<file path="config.mk">
export PLATFORM = sky130hd
export DESIGN_NAME = packet_check_and_relay
export DESIGN_NICKNAME = d
export VERILOG_FILES = /design/src/design/pcr_pkg.sv /design/src/design/packet_check_and_relay.sv
export SDC_FILE = /design/constraint.sdc
export NUM_CORES = 1
export LEC_CHECK = 0
export ABC_AREA = 1
export BUFFER_PORTS_ARGS = -buffer_cell sky130_fd_sc_hd__buf_2
export CAP_MARGIN = 5
export CELL_PAD_IN_SITES_DETAIL_PLACEMENT = 1
export CELL_PAD_IN_SITES_GLOBAL_PLACEMENT = 1
export CORE_MARGIN = 1.5
export CORE_UTILIZATION = 30
export DETAILED_ROUTE_END_ITERATION = 10
export PLACE_DENSITY_LB_ADDON = 0.1
export SYNTH_ARGS = -nofsm -noshare
export SYNTH_HDL_FRONTEND = slang
export SYNTH_SLANG_ARGS = --single-unit
</file>
<file path="constraint.sdc">
create_clock -name clk -period 3.6 [get_ports clk]
set_input_delay 0.72 -clock clk [delete_from_list [all_inputs] [get_ports clk]]
set_output_delay 0.72 -clock clk [all_outputs]
set_load 0.1 [all_outputs]
</file>
<file path="src/design/pcr_pkg.sv">
// Shared constants and derived widths for the packet check and relay block.
package pcr_pkg;

    // Depth of the payload buffer; incoming size bytes are clamped to it.
    localparam int PAYLOAD_MAX = 16;

    localparam int BYTE_W  = 8;
    localparam int PAY_AW  = (PAYLOAD_MAX > 1) ? $clog2(PAYLOAD_MAX) : 1;
    localparam int SIZE_W  = $clog2(PAYLOAD_MAX + 1);
    localparam int POS_W   = $clog2(PAYLOAD_MAX + 4);
    localparam int CNT_W   = $clog2(PAYLOAD_MAX + 9);

    // Configuration register indexes.
    localparam logic CFG_DEVICE_TYPE = 1'b0;
    localparam logic CFG_PARENT_SIZE = 1'b1;

    // Operation codes of an input request.
    localparam logic OP_LINK   = 1'b0;
    localparam logic OP_SAMPLE = 1'b1;

    // Destination codes of a result byte.
    localparam logic DEST_PARENT   = 1'b0;
    localparam logic DEST_NEIGHBOR = 1'b1;

    // Fixed bytes of the error packet.
    localparam logic [BYTE_W-1:0] ERR_SIZE_BYTE = 8'h00;
    localparam logic [BYTE_W-1:0] ERR_CODE_BYTE = 8'hFF;

    // Reset value of the received checksum.
    localparam logic [BYTE_W-1:0] CHECKSUM_RESET = 8'hFF;

endpackage

</file>
<file path="src/design/packet_check_and_relay.sv">
// Top level of the packet check and relay block: link parser, payload buffer and byte sequencer.

// A user of this block should know first that it works on one request at a time. A link byte
// or a converter sample is taken only while the block is idle. A sample only
// updates the running average (half the old value plus half the sample) and gives no result.
// Link bytes are parsed as type, size, number, checksum and then size payload bytes, the size
// being clamped to the payload buffer depth. The byte that completes a packet leads to a
// check state for the checksum compare, after which a single byte sequencer hands out one
// result byte per cycle through the output register while the downstream side does not stall:
// four bytes for an error packet, or five parent bytes followed by four header bytes and size
// payload bytes to the neighbour on a match, so at most 25 result bytes. The sequencer reads the
// payload buffer through its one registered read port, one entry per result byte, and in_stall
// stays high until the final byte has been loaded into the output register. The next request can
// therefore be taken while that final byte still waits to be collected.
module packet_check_and_relay
    import pcr_pkg::*;
(
    input  logic              clk,
    input  logic              rst_n,

    input  logic              in_valid,
    output logic              in_stall,
    input  logic              op,
    input  logic [BYTE_W-1:0] value,

    output logic              out_valid,
    input  logic              out_stall,
    output logic              dest,
    output logic [BYTE_W-1:0] data,
    output logic              end_of_packet,
    output logic              last,

    input  logic              cfg_write_en,
    input  logic              cfg_index,
    input  logic [BYTE_W-1:0] cfg_data
);

    // Sequencer states.
    localparam logic [1:0] S_IDLE  = 2'd0;
    localparam logic [1:0] S_CHECK = 2'd1;
    localparam logic [1:0] S_EMIT  = 2'd2;

    // Parser positions within an incoming packet.
    localparam logic [POS_W-1:0] POS_TYPE     = POS_W'(0);
    localparam logic [POS_W-1:0] POS_SIZE     = POS_W'(1);
    localparam logic [POS_W-1:0] POS_NUMBER   = POS_W'(2);
    localparam logic [POS_W-1:0] POS_CHECKSUM = POS_W'(3);
    localparam logic [POS_W-1:0] POS_PAYLOAD  = POS_W'(4);

    // Result byte slots of the sequencer count.
    localparam logic [CNT_W-1:0] C_DEV     = CNT_W'(0);
    localparam logic [CNT_W-1:0] C_PSIZE   = CNT_W'(1);
    localparam logic [CNT_W-1:0] C_PNUM    = CNT_W'(2);
    localparam logic [CNT_W-1:0] C_PSUM    = CNT_W'(3);
    localparam logic [CNT_W-1:0] C_PAVG    = CNT_W'(4);
    localparam logic [CNT_W-1:0] C_NTYPE   = CNT_W'(5);
    localparam logic [CNT_W-1:0] C_NSIZE   = CNT_W'(6);
    localparam logic [CNT_W-1:0] C_NNUM    = CNT_W'(7);
    localparam logic [CNT_W-1:0] C_NCHK    = CNT_W'(8);
    localparam logic [CNT_W-1:0] C_PAYLOAD = CNT_W'(9);
    localparam logic [CNT_W-1:0] C_ERR_END = CNT_W'(3);

    // Configuration registers.
    logic [BYTE_W-1:0] dev_type_reg;
    logic [BYTE_W-1:0] parent_size_reg;

    // Parser and packet state.
    logic [1:0]        state_reg, state_next;
    logic [POS_W-1:0]  pos_reg, pos_next;
    logic [BYTE_W-1:0] avg_reg, avg_next;
    logic [BYTE_W-1:0] type_reg, type_next;
    logic [SIZE_W-1:0] size_reg, size_next;
    logic [BYTE_W-1:0] number_reg, number_next;
    logic [BYTE_W-1:0] checksum_reg, checksum_next;
    logic [BYTE_W-1:0] xor_reg, xor_next;
    logic              match_reg, match_next;
    logic [CNT_W-1:0]  cnt_reg, cnt_next;

    // Payload buffer and its registered read port.
    logic [BYTE_W-1:0] payload_mem [PAYLOAD_MAX];
    logic [BYTE_W-1:0] rd_data_reg;
    logic              mem_we;
    logic [PAY_AW-1:0] mem_waddr;
    logic [PAY_AW-1:0] mem_raddr;

    // Output register.
    logic              out_valid_reg, out_valid_next;
    logic              dest_reg;
    logic [BYTE_W-1:0] data_reg;
    logic              eop_reg;
    logic              last_reg;

    // Helper signals.
    logic              in_accept;
    logic              out_load;
    logic [SIZE_W-1:0] size_clamped;
    logic [POS_W-1:0]  pay_idx;
    logic [CNT_W-1:0]  match_end_cnt;
    logic              emit_dest;
    logic [BYTE_W-1:0] emit_data;
    logic              emit_eop;

    assign in_stall  = (state_reg != S_IDLE);
    assign in_accept = in_valid && !in_stall;

    // The output register can take a new byte when it is empty or being emptied this cycle.
    assign out_load  = (state_reg == S_EMIT) && (!out_valid_reg || !out_stall);

    assign size_clamped = (value > BYTE_W'(PAYLOAD_MAX)) ? SIZE_W'(PAYLOAD_MAX)
                                                         : value[SIZE_W-1:0];
    assign pay_idx       = pos_reg - POS_PAYLOAD;
    assign match_end_cnt = CNT_W'(size_reg) + C_NCHK;

    // The payload entry addressed is the one for the next sequencer count, so the
    // registered read data lines up with the sequencer count.
    assign mem_raddr = PAY_AW'(cnt_next - C_PAYLOAD);
    assign mem_waddr = pay_idx[PAY_AW-1:0];

    // Selection of the result byte for the current sequencer count.
    always_comb
    begin
        emit_dest = DEST_PARENT;
        emit_data = rd_data_reg;
        emit_eop  = 1'b0;
        if (match_reg)
        begin
            case (cnt_reg)
                C_DEV:   emit_data = dev_type_reg;
                C_PSIZE: emit_data = parent_size_reg;
                C_PNUM:  emit_data = number_reg;
                C_PSUM:  emit_data = dev_type_reg ^ parent_size_reg ^ number_reg ^ avg_reg;
                C_PAVG:
                begin
                    emit_data = avg_reg;
                    emit_eop  = 1'b1;
                end
                C_NTYPE:
                begin
                    emit_dest = DEST_NEIGHBOR;
                    emit_data = type_reg;
                end
                C_NSIZE:
                begin
                    emit_dest = DEST_NEIGHBOR;
                    emit_data = BYTE_W'(size_reg);
                end
                C_NNUM:
                begin
                    emit_dest = DEST_NEIGHBOR;
                    emit_data = number_reg;
                end
                C_NCHK:
                begin
                    emit_dest = DEST_NEIGHBOR;
                    emit_data = checksum_reg;
                    emit_eop  = (size_reg == '0);
                end
                default:
                begin
                    emit_dest = DEST_NEIGHBOR;
                    emit_data = rd_data_reg;
                    emit_eop  = (cnt_reg == match_end_cnt);
                end
            endcase
        end
        else
        begin
            case (cnt_reg)
                C_DEV:   emit_data = dev_type_reg;
                C_PSIZE: emit_data = ERR_SIZE_BYTE;
                C_PNUM:  emit_data = ERR_CODE_BYTE;
                default:
                begin
                    emit_data = dev_type_reg ^ ERR_CODE_BYTE;
                    emit_eop  = 1'b1;
                end
            endcase
        end
    end

    // Parser, check and sequencer control.
    always_comb
    begin
        state_next    = state_reg;
        pos_next      = pos_reg;
        avg_next      = avg_reg;
        type_next     = type_reg;
        size_next     = size_reg;
        number_next   = number_reg;
        checksum_next = checksum_reg;
        xor_next      = xor_reg;
        match_next    = match_reg;
        cnt_next      = cnt_reg;
        mem_we        = 1'b0;

        case (state_reg)
            S_IDLE:
            begin
                if (in_accept)
                begin
                    if (op == OP_SAMPLE)
                    begin
                        avg_next = (avg_reg >> 1) + (value >> 1);
                    end
                    else
                    begin
                        case (pos_reg)
                            POS_TYPE:
                            begin
                                type_next = value;
                                xor_next  = value;
                                pos_next  = POS_SIZE;
                            end
                            POS_SIZE:
                            begin
                                size_next = size_clamped;
                                xor_next  = xor_reg ^ BYTE_W'(size_clamped);
                                pos_next  = POS_NUMBER;
                            end
                            POS_NUMBER:
                            begin
                                number_next = value;
                                xor_next    = xor_reg ^ value;
                                pos_next    = POS_CHECKSUM;
                            end
                            POS_CHECKSUM:
                            begin
                                checksum_next = value;
                                if (size_reg == '0)
                                begin
                                    pos_next   = POS_TYPE;
                                    state_next = S_CHECK;
                                end
                                else
                                begin
                                    pos_next = POS_PAYLOAD;
                                end
                            end
                            default:
                            begin
                                mem_we   = 1'b1;
                                xor_next = xor_reg ^ value;
                                if ((pay_idx + POS_W'(1)) >= POS_W'(size_reg))
                                begin
                                    pos_next   = POS_TYPE;
                                    state_next = S_CHECK;
                                end
                                else
                                begin
                                    pos_next = pos_reg + POS_W'(1);
                                end
                            end
                        endcase
                    end
                end
            end
            S_CHECK:
            begin
                match_next = (xor_reg == checksum_reg);
                cnt_next   = '0;
                state_next = S_EMIT;
            end
            S_EMIT:
            begin
                if (out_load)
                begin
                    cnt_next = cnt_reg + CNT_W'(1);
                    // The forwarded header carries the incremented counters, which stay.
                    if (match_reg && (cnt_reg == C_PAVG))
                    begin
                        number_next   = number_reg + BYTE_W'(1);
                        checksum_next = checksum_reg + BYTE_W'(1);
                    end
                    if (match_reg ? (cnt_reg == match_end_cnt) : (cnt_reg == C_ERR_END))
                    begin
                        state_next = S_IDLE;
                    end
                end
            end
            default:
            begin
                state_next = S_IDLE;
            end
        endcase
    end

    always_comb
    begin
        if (out_load)
        begin
            out_valid_next = 1'b1;
        end
        else if (!out_stall)
        begin
            out_valid_next = 1'b0;
        end
        else
        begin
            out_valid_next = out_valid_reg;
        end
    end

    // Control state and packet fields.
    always_ff @(posedge clk or negedge rst_n)
    begin
        if (!rst_n)
        begin
            state_reg       <= S_IDLE;
            pos_reg         <= POS_TYPE;
            avg_reg         <= '0;
            type_reg        <= '0;
            size_reg        <= '0;
            number_reg      <= '0;
            checksum_reg    <= CHECKSUM_RESET;
            xor_reg         <= '0;
            match_reg       <= 1'b0;
            cnt_reg         <= '0;
            out_valid_reg   <= 1'b0;
            dev_type_reg    <= BYTE_W'(1);
            parent_size_reg <= BYTE_W'(5);
        end
        else
        begin
            state_reg     <= state_next;
            pos_reg       <= pos_next;
            avg_reg       <= avg_next;
            type_reg      <= type_next;
            size_reg      <= size_next;
            number_reg    <= number_next;
            checksum_reg  <= checksum_next;
            xor_reg       <= xor_next;
            match_reg     <= match_next;
            cnt_reg       <= cnt_next;
            out_valid_reg <= out_valid_next;
            if (cfg_write_en)
            begin
                case (cfg_index)
                    CFG_DEVICE_TYPE: dev_type_reg    <= cfg_data;
                    CFG_PARENT_SIZE: parent_size_reg <= cfg_data;
                    default:         dev_type_reg    <= dev_type_reg;
                endcase
            end
        end
    end

    // Output payload register; it only changes when a new byte is loaded.
    always_ff @(posedge clk)
    begin
        if (out_load)
        begin
            dest_reg <= emit_dest;
            data_reg <= emit_data;
            eop_reg  <= emit_eop;
            last_reg <= match_reg ? (cnt_reg == match_end_cnt) : (cnt_reg == C_ERR_END);
        end
    end

    // Payload buffer with one write port and one registered read port.
    always_ff @(posedge clk)
    begin
        if (mem_we)
        begin
            payload_mem[mem_waddr] <= value;
        end
        rd_data_reg <= payload_mem[mem_raddr];
    end

    assign out_valid     = out_valid_reg;
    assign dest          = dest_reg;
    assign data          = data_reg;
    assign end_of_packet = eop_reg;
    assign last          = last_reg;

endmodule

</file>
; After elaboration in Yosys (flattened, before gate mapping)
; Memories as Yosys holds them, arrays and structs flattened. A register that Yosys moved wholly into a read port is not among the register bits.
; Cells that the tools add are included.
[totals]
reg_bits = 86
ram_bits = 128
inputBits = 23
mem_count = 1
[classes]
addsub = 9
n_lt_le_gt_ge = 2
eq_ne = 26
n_mux = 43
bitwise_logic = 9
reduce_logical = 29
[mem_list]
columns = memory, words, width, read_ports, rd_ports_with_merged_regs, wr, line
row1 = payload_mem, 16, 8, 1, 1, 1, packet_check_and_relay.sv:80  ; logic [BYTE_W-1:0] payload_mem [PAYLOAD_MAX];
[op_table]
columns = op, n
row1 = 2-to-1 mux 8 bit, 11
row2 = one-hot mux 8 bit (8 select lines), 1
row3 = one-hot mux 8 bit (3 select lines), 2
row4 = one-hot mux 8 bit (2 select lines), 2
row5 = bitwise XOR 8 bit, 4
row6 = "equality test 5 x 2 -> 1 bit, second input constant", 4
row7 = "equality test 5 x 3 -> 1 bit, second input constant", 4
row8 = one-hot mux 5 bit (4 select lines), 1
row9 = "adder 8 x 1 -> 8 bit, second input constant", 2
row10 = "adder 5 x 1 -> 5 bit, second input constant", 3
row11 = zero test 5 bit, 3
row12 = 2-to-1 mux 5 bit, 3
row13 = 2-to-1 mux 1 bit, 12
row14 = 2-to-1 mux 2 bit, 6
row15 = AND reduction 4 bit, 3
row16 = AND reduction 6 bit, 2
row17 = "equality test 5 x 1 -> 1 bit, second input constant", 2
row18 = "!= test 2 x 1 -> 1 bit, second input constant", 5
row19 = one-hot mux 5 bit (2 select lines), 1
row20 = adder 7 x 7 -> 8 bit, 1
row21 = equality test 8 bit, 1
row22 = "> comparator 8 x 5 -> 1 bit, second input constant", 1
row23 = "!= test 2 bit, second input constant", 4
row24 = inverter 8 bit, 1
row25 = 29 further kinds, 39

; Logic depth before layout (Yosys ltp)
[logic_depth]
depth_word = 8
ltp_mapped = 17
ltp_nobuf = 17

; Least setup slack after synthesis
; No wires, ideal clock.
[synth_timing]
path_type = reg2reg
from = register out_valid_reg (netlist: out_valid)
to = register rd_data_reg[1] (read register of payload_mem)
setup_ns = 0.059
arrival_time_ns = 2.907
t_required_ns = 3.541
slack_ns = 0.635
path_stages_with_launch = 14
n_path_buf = 3
cell_sequence = dfrtp_1 > nand2_1 > nand3_1 > nand2_1 > nand2_1 > buf_2 > ha_1 > clkbuf_1 > inv_1 > clkbuf_1 > nand3_1 > nand3_1 > nand3_1 > nand2_1
[synth_between]
elab_chain_cells = 6
[synth_rtl]
columns = element, line
row1 = from (decl), packet_check_and_relay.sv:87  ; logic out_valid_reg, out_valid_next;
row2 = from (signal assigned), packet_check_and_relay.sv:334  ; out_valid_reg <= out_valid_next;
row3 = zero test 1 bit, packet_check_and_relay.sv:107  ; assign out_load = (state_reg == S_EMIT) && (!out_valid_reg || !out_stall);
row4 = logical OR 1 bit, packet_check_and_relay.sv:107
row5 = logical AND 1 bit, packet_check_and_relay.sv:107
row6 = 2-to-1 mux 5 bit, packet_check_and_relay.sv:265  ; if (out_load)
row7 = one-hot mux 5 bit (2 select lines), packet_check_and_relay.sv:196  ; case (state_reg)
row8 = subtractor 4 bit, packet_check_and_relay.sv:116  ; assign mem_raddr = PAY_AW'(cnt_next - C_PAYLOAD);
row9 = to (decl), packet_check_and_relay.sv:81  ; logic [BYTE_W-1:0] rd_data_reg;
; Every way passes these cells.
; A chain may end at the register's enable or synchronous reset.

; Final worst setup path
[layout_timing]
from = register pos_reg[2]
to = memory payload_mem[13][6] (enable)
[layout_between]
elab_chain_cells = 8
elab_cells_between_ends = 12
[layout_rtl]
columns = element, line
row1 = from (decl), packet_check_and_relay.sv:69  ; logic [POS_W-1:0] pos_reg, pos_next;
row2 = from (signal assigned), packet_check_and_relay.sv:325  ; pos_reg <= pos_next;
row3 = "equality test 5 x 2 -> 1 bit, or another cell as far along", packet_check_and_relay.sv:207  ; case (pos_reg)
row4 = OR reduction 4 bit (no source line), -
row5 = 2-to-1 mux 1 bit, packet_check_and_relay.sv:207
row6 = 2-to-1 mux 1 bit, packet_check_and_relay.sv:201  ; if (op == OP_SAMPLE)
row7 = 2-to-1 mux 1 bit, packet_check_and_relay.sv:199  ; if (in_accept)
row8 = 2-to-1 mux 1 bit, packet_check_and_relay.sv:196
row9 = 2-to-1 mux 1 bit, packet_check_and_relay.sv:361  ; if (mem_we)
row10 = 2-to-1 mux 1 bit (implied by the code), packet_check_and_relay.sv:363  ; payload_mem[mem_waddr] <= value;
row11 = to (decl), packet_check_and_relay.sv:80
; Several ways; a longest one is shown, not always the timed one.

==> results.cfg <==
[outcome]
outcome = complete, no violations

[cells_and_area]
largest_reg_flops = 128
nets = 1522
fill_cells = 4559
regMostFlops = payload_mem
area_growth_pct = 16.2
n_antenna_cell = 0
final_layout_size_suffix_gt1_frac = 0.0994
postLayoutCoreUtil = 0.354

[logic_synthesis]
ys_types = 41
synth.most_common_cell = nand2_1
ys_dominant_reg_cell = edfxtp_1
yosysWarnings = 0
synth_seq_cells = 222
synth_top_area_cell = edfxtp_1
synthDominantCellAreaShare = 0.353
syn_nets = 1465
postSynthCellCount = 1410
yosys-top-cells-count = nand2_1, nand3_1, inv_1
ys_seq_area_frac = 0.526
netlist_area_um2 = 11800
synthTopCellsByArea = edfxtp_1, dfrtp_1, nand2_1
async_reset_ff_frac = 0.338
synth_edf_count = 139
avgSynthCellArea_um2 = 8.40

[timing]
fin_skew_ps = 15.0
maxSlewHeadroom = 0.454
finalCritPeriodShare = 0.847
rsz0062_at_grt = no
fin_setup_tns_ps = 0
min_period_ps = 3050
hold_viol_final = 0
fmax_mhz = 328
report.final.slew_viol_count = 0
setup_viol = 0
worstMarginPinSlew_ps = 816

[detailed_routing]
wire_per_inst_um = 20.4
drtPass1Iterations = 5
drtIter0Drc = 596
postRouteAntennaNets = 0
viasPerCell = 4.79
drt_wl_total_um = 40900
drc = 0
via_count = 9621

[critical_path]
r2r_slack_ps = 550
startpoint_type = flip-flop
worstPathCellList = inv_1, ha_1, nand2_1, nor2_1, inv_1, nand4_1, nor2_4, inv_2, nor2_1
worst-path-buf-inv = 3
critPathMaxFanout = 9
end_kind = flip-flop
cp.arrival_ps = 3250
crit_family = simple AND/OR/NAND/NOR gates
max_stage_delay_ps = 640
critical_path_class = flip-flop to flip-flop
worstPathRequired_ps = 3800
slowest_stage = nor2_1

[global_routing]
grt_max_degree = 35
overflow = 0
grt_usage = 0.205
grt_antenna_before_repair = 0
grt_pass1_vias = 9876
grt_first_pass_wirelength_um = 63000

[clock_tree]
post-cts-setup-buffers = 0
cts_resized = 0
cts.path.max_buffers = 3
ctsHoldBuffers = 0
h-tree-depth = 1
cts_root_buf = clkbuf_16
cts_tree = done
numCtsBuffers = 28
clkLatencyLatePin_ps = 570
numClockSinks = 222
clk_pin_slew_ps = 60

[flow_run]
drv_cap = 0

[pwr]
p_per_area_nw_per_um2 = 845
vdd_drop_max_mv = 0.429
p_leak_uw = 0.00625

[floorplanning]
row_count = 72
io_pins = 36
die_area_um2 = 40700
initial_core_util = 0.305
die_h_um = 202
die_w_um = 202
core_um2 = 38800

[placement]
hpwl_um = 29700
place.port_buffers = 35
place_congestion = 0.816

[worst_hold_path]
hold_path_class = primary input to asynchronous set/reset pin
==> cell families (layout without fill, tap and decap cells) <==
| group | after synthesis | count (layout) | synth area share |
|---|---|---|---|
| compound gates | 115 | 115 | 0.0533 |
| simple gates | 732 | 732 | 0.268 |
| xor+xnor | 41 | 41 | 0.0303 |
| flops | 222 | 222 | 0.526 |
| fa+ha+maj | 32 | 32 | 0.0345 |
| buf+inv | 268 | 347 | 0.0886 |
==> path summary, 6_finish.rpt <==
kind / from / endpoint / cells after the start
max reg2reg: pos_reg[2] / payload_mem[13][6] / 9
max in group asynchronous: rst_n / pos_reg[1] / 2
max: pos_reg[2] / payload_mem[13][6] / 9
min reg2reg: xor_reg[2] / xor_reg[2] / 2
min in group clk: cfg_data[2] / parent_size_reg[2] / 3
min: rst_n / avg_reg[3] / 1
==> cell usage in the layout (no fill, tap or decap), types with 3 or more instances in the layout <==
cell type	netlist	routed
xnor2_1	20	20
a31oi_1	3	3
clkinvlp_4	0	3
clkinv_1	4	4
dfrtp_1	64	64
a21oi_1	27	27
a22oi_1	6	6
o211ai_1	3	3
xor2_1	21	21
nor2_2	4	4
buf_4	7	34
nand4_1	22	22
clkbuf_1	19	5
dfxtp_1	8	8
inv_1	218	218
nand3_2	4	4
nand2_1	381	380
nand3b_1	3	3
inv_2	4	4
edfxtp_1	139	139
nor2_1	78	78
ha_1	31	31
nand3_1	226	226
bufinv_16	0	3
buf_2	13	34
nand2_2	3	4
dfstp_2	11	11
nor3_1	7	7
clkbuf_16	0	30
o21ai_0	66	66
clkbuf_8	0	5
==> through the flow <==
stage / hold slack (ps) / setup WS (ps) / instances / area [um^2] / total power [uW]
CTS: 105 / 533 / 2007 / 13800 / 11800
global route: 118 / 298 / 2007 / 13800 / 12500
finish: 98.6 / 551 / 2007 / 13800 / 11600
global placement: 471 / 659 / 1955 / 12700 / 8620
floorplan: 424 / 635 / 1410 / 11800 / 6980
detailed placement: 480 / 533 / 1955 / 12700 / 8660
==> report_power, final <==
part	internal, uW	total, uW	switching, uW
registers	3210	3770	563
clock network	1850	3030	1180
logic	1480	4810	3330
==> routing by layer <==
metal | part of all wire | global-route usage | up-vias
met5 | 0 | 0 | -
met4 | 0.020 | 0.0490 | 0
li1 | - | - | 4711
met3 | 0.033 | 0.0222 | 43
met1 | 0.52 | 0.315 | 4722
met2 | 0.42 | 0.304 | 145
==> area by class of cell <==
class | count | area, um^2 | share of cell area
Tap cell | 518 | 648 | 0.0471
Clock inverter | 12 | 179 | 0.0130
Sequential cell | 222 | 6220 | 0.453
Inverter | 226 | 848 | 0.0617
Clock buffer | 40 | 838 | 0.0610
Multi-Input combinational cell | 920 | 4570 | 0.332
Timing Repair Buffer | 69 | 445 | 0.0324
==> worst register-to-register path: stages, from the launching register on <==
cell and delay, ps:
dfrtp_1 470, inv_1 130, ha_1 290, nand2_1 140
nor2_1 60, inv_1 120, nand4_1 380, nor2_4 300
inv_2 130, nor2_1 640
Power figures use the tool's default switching activity.
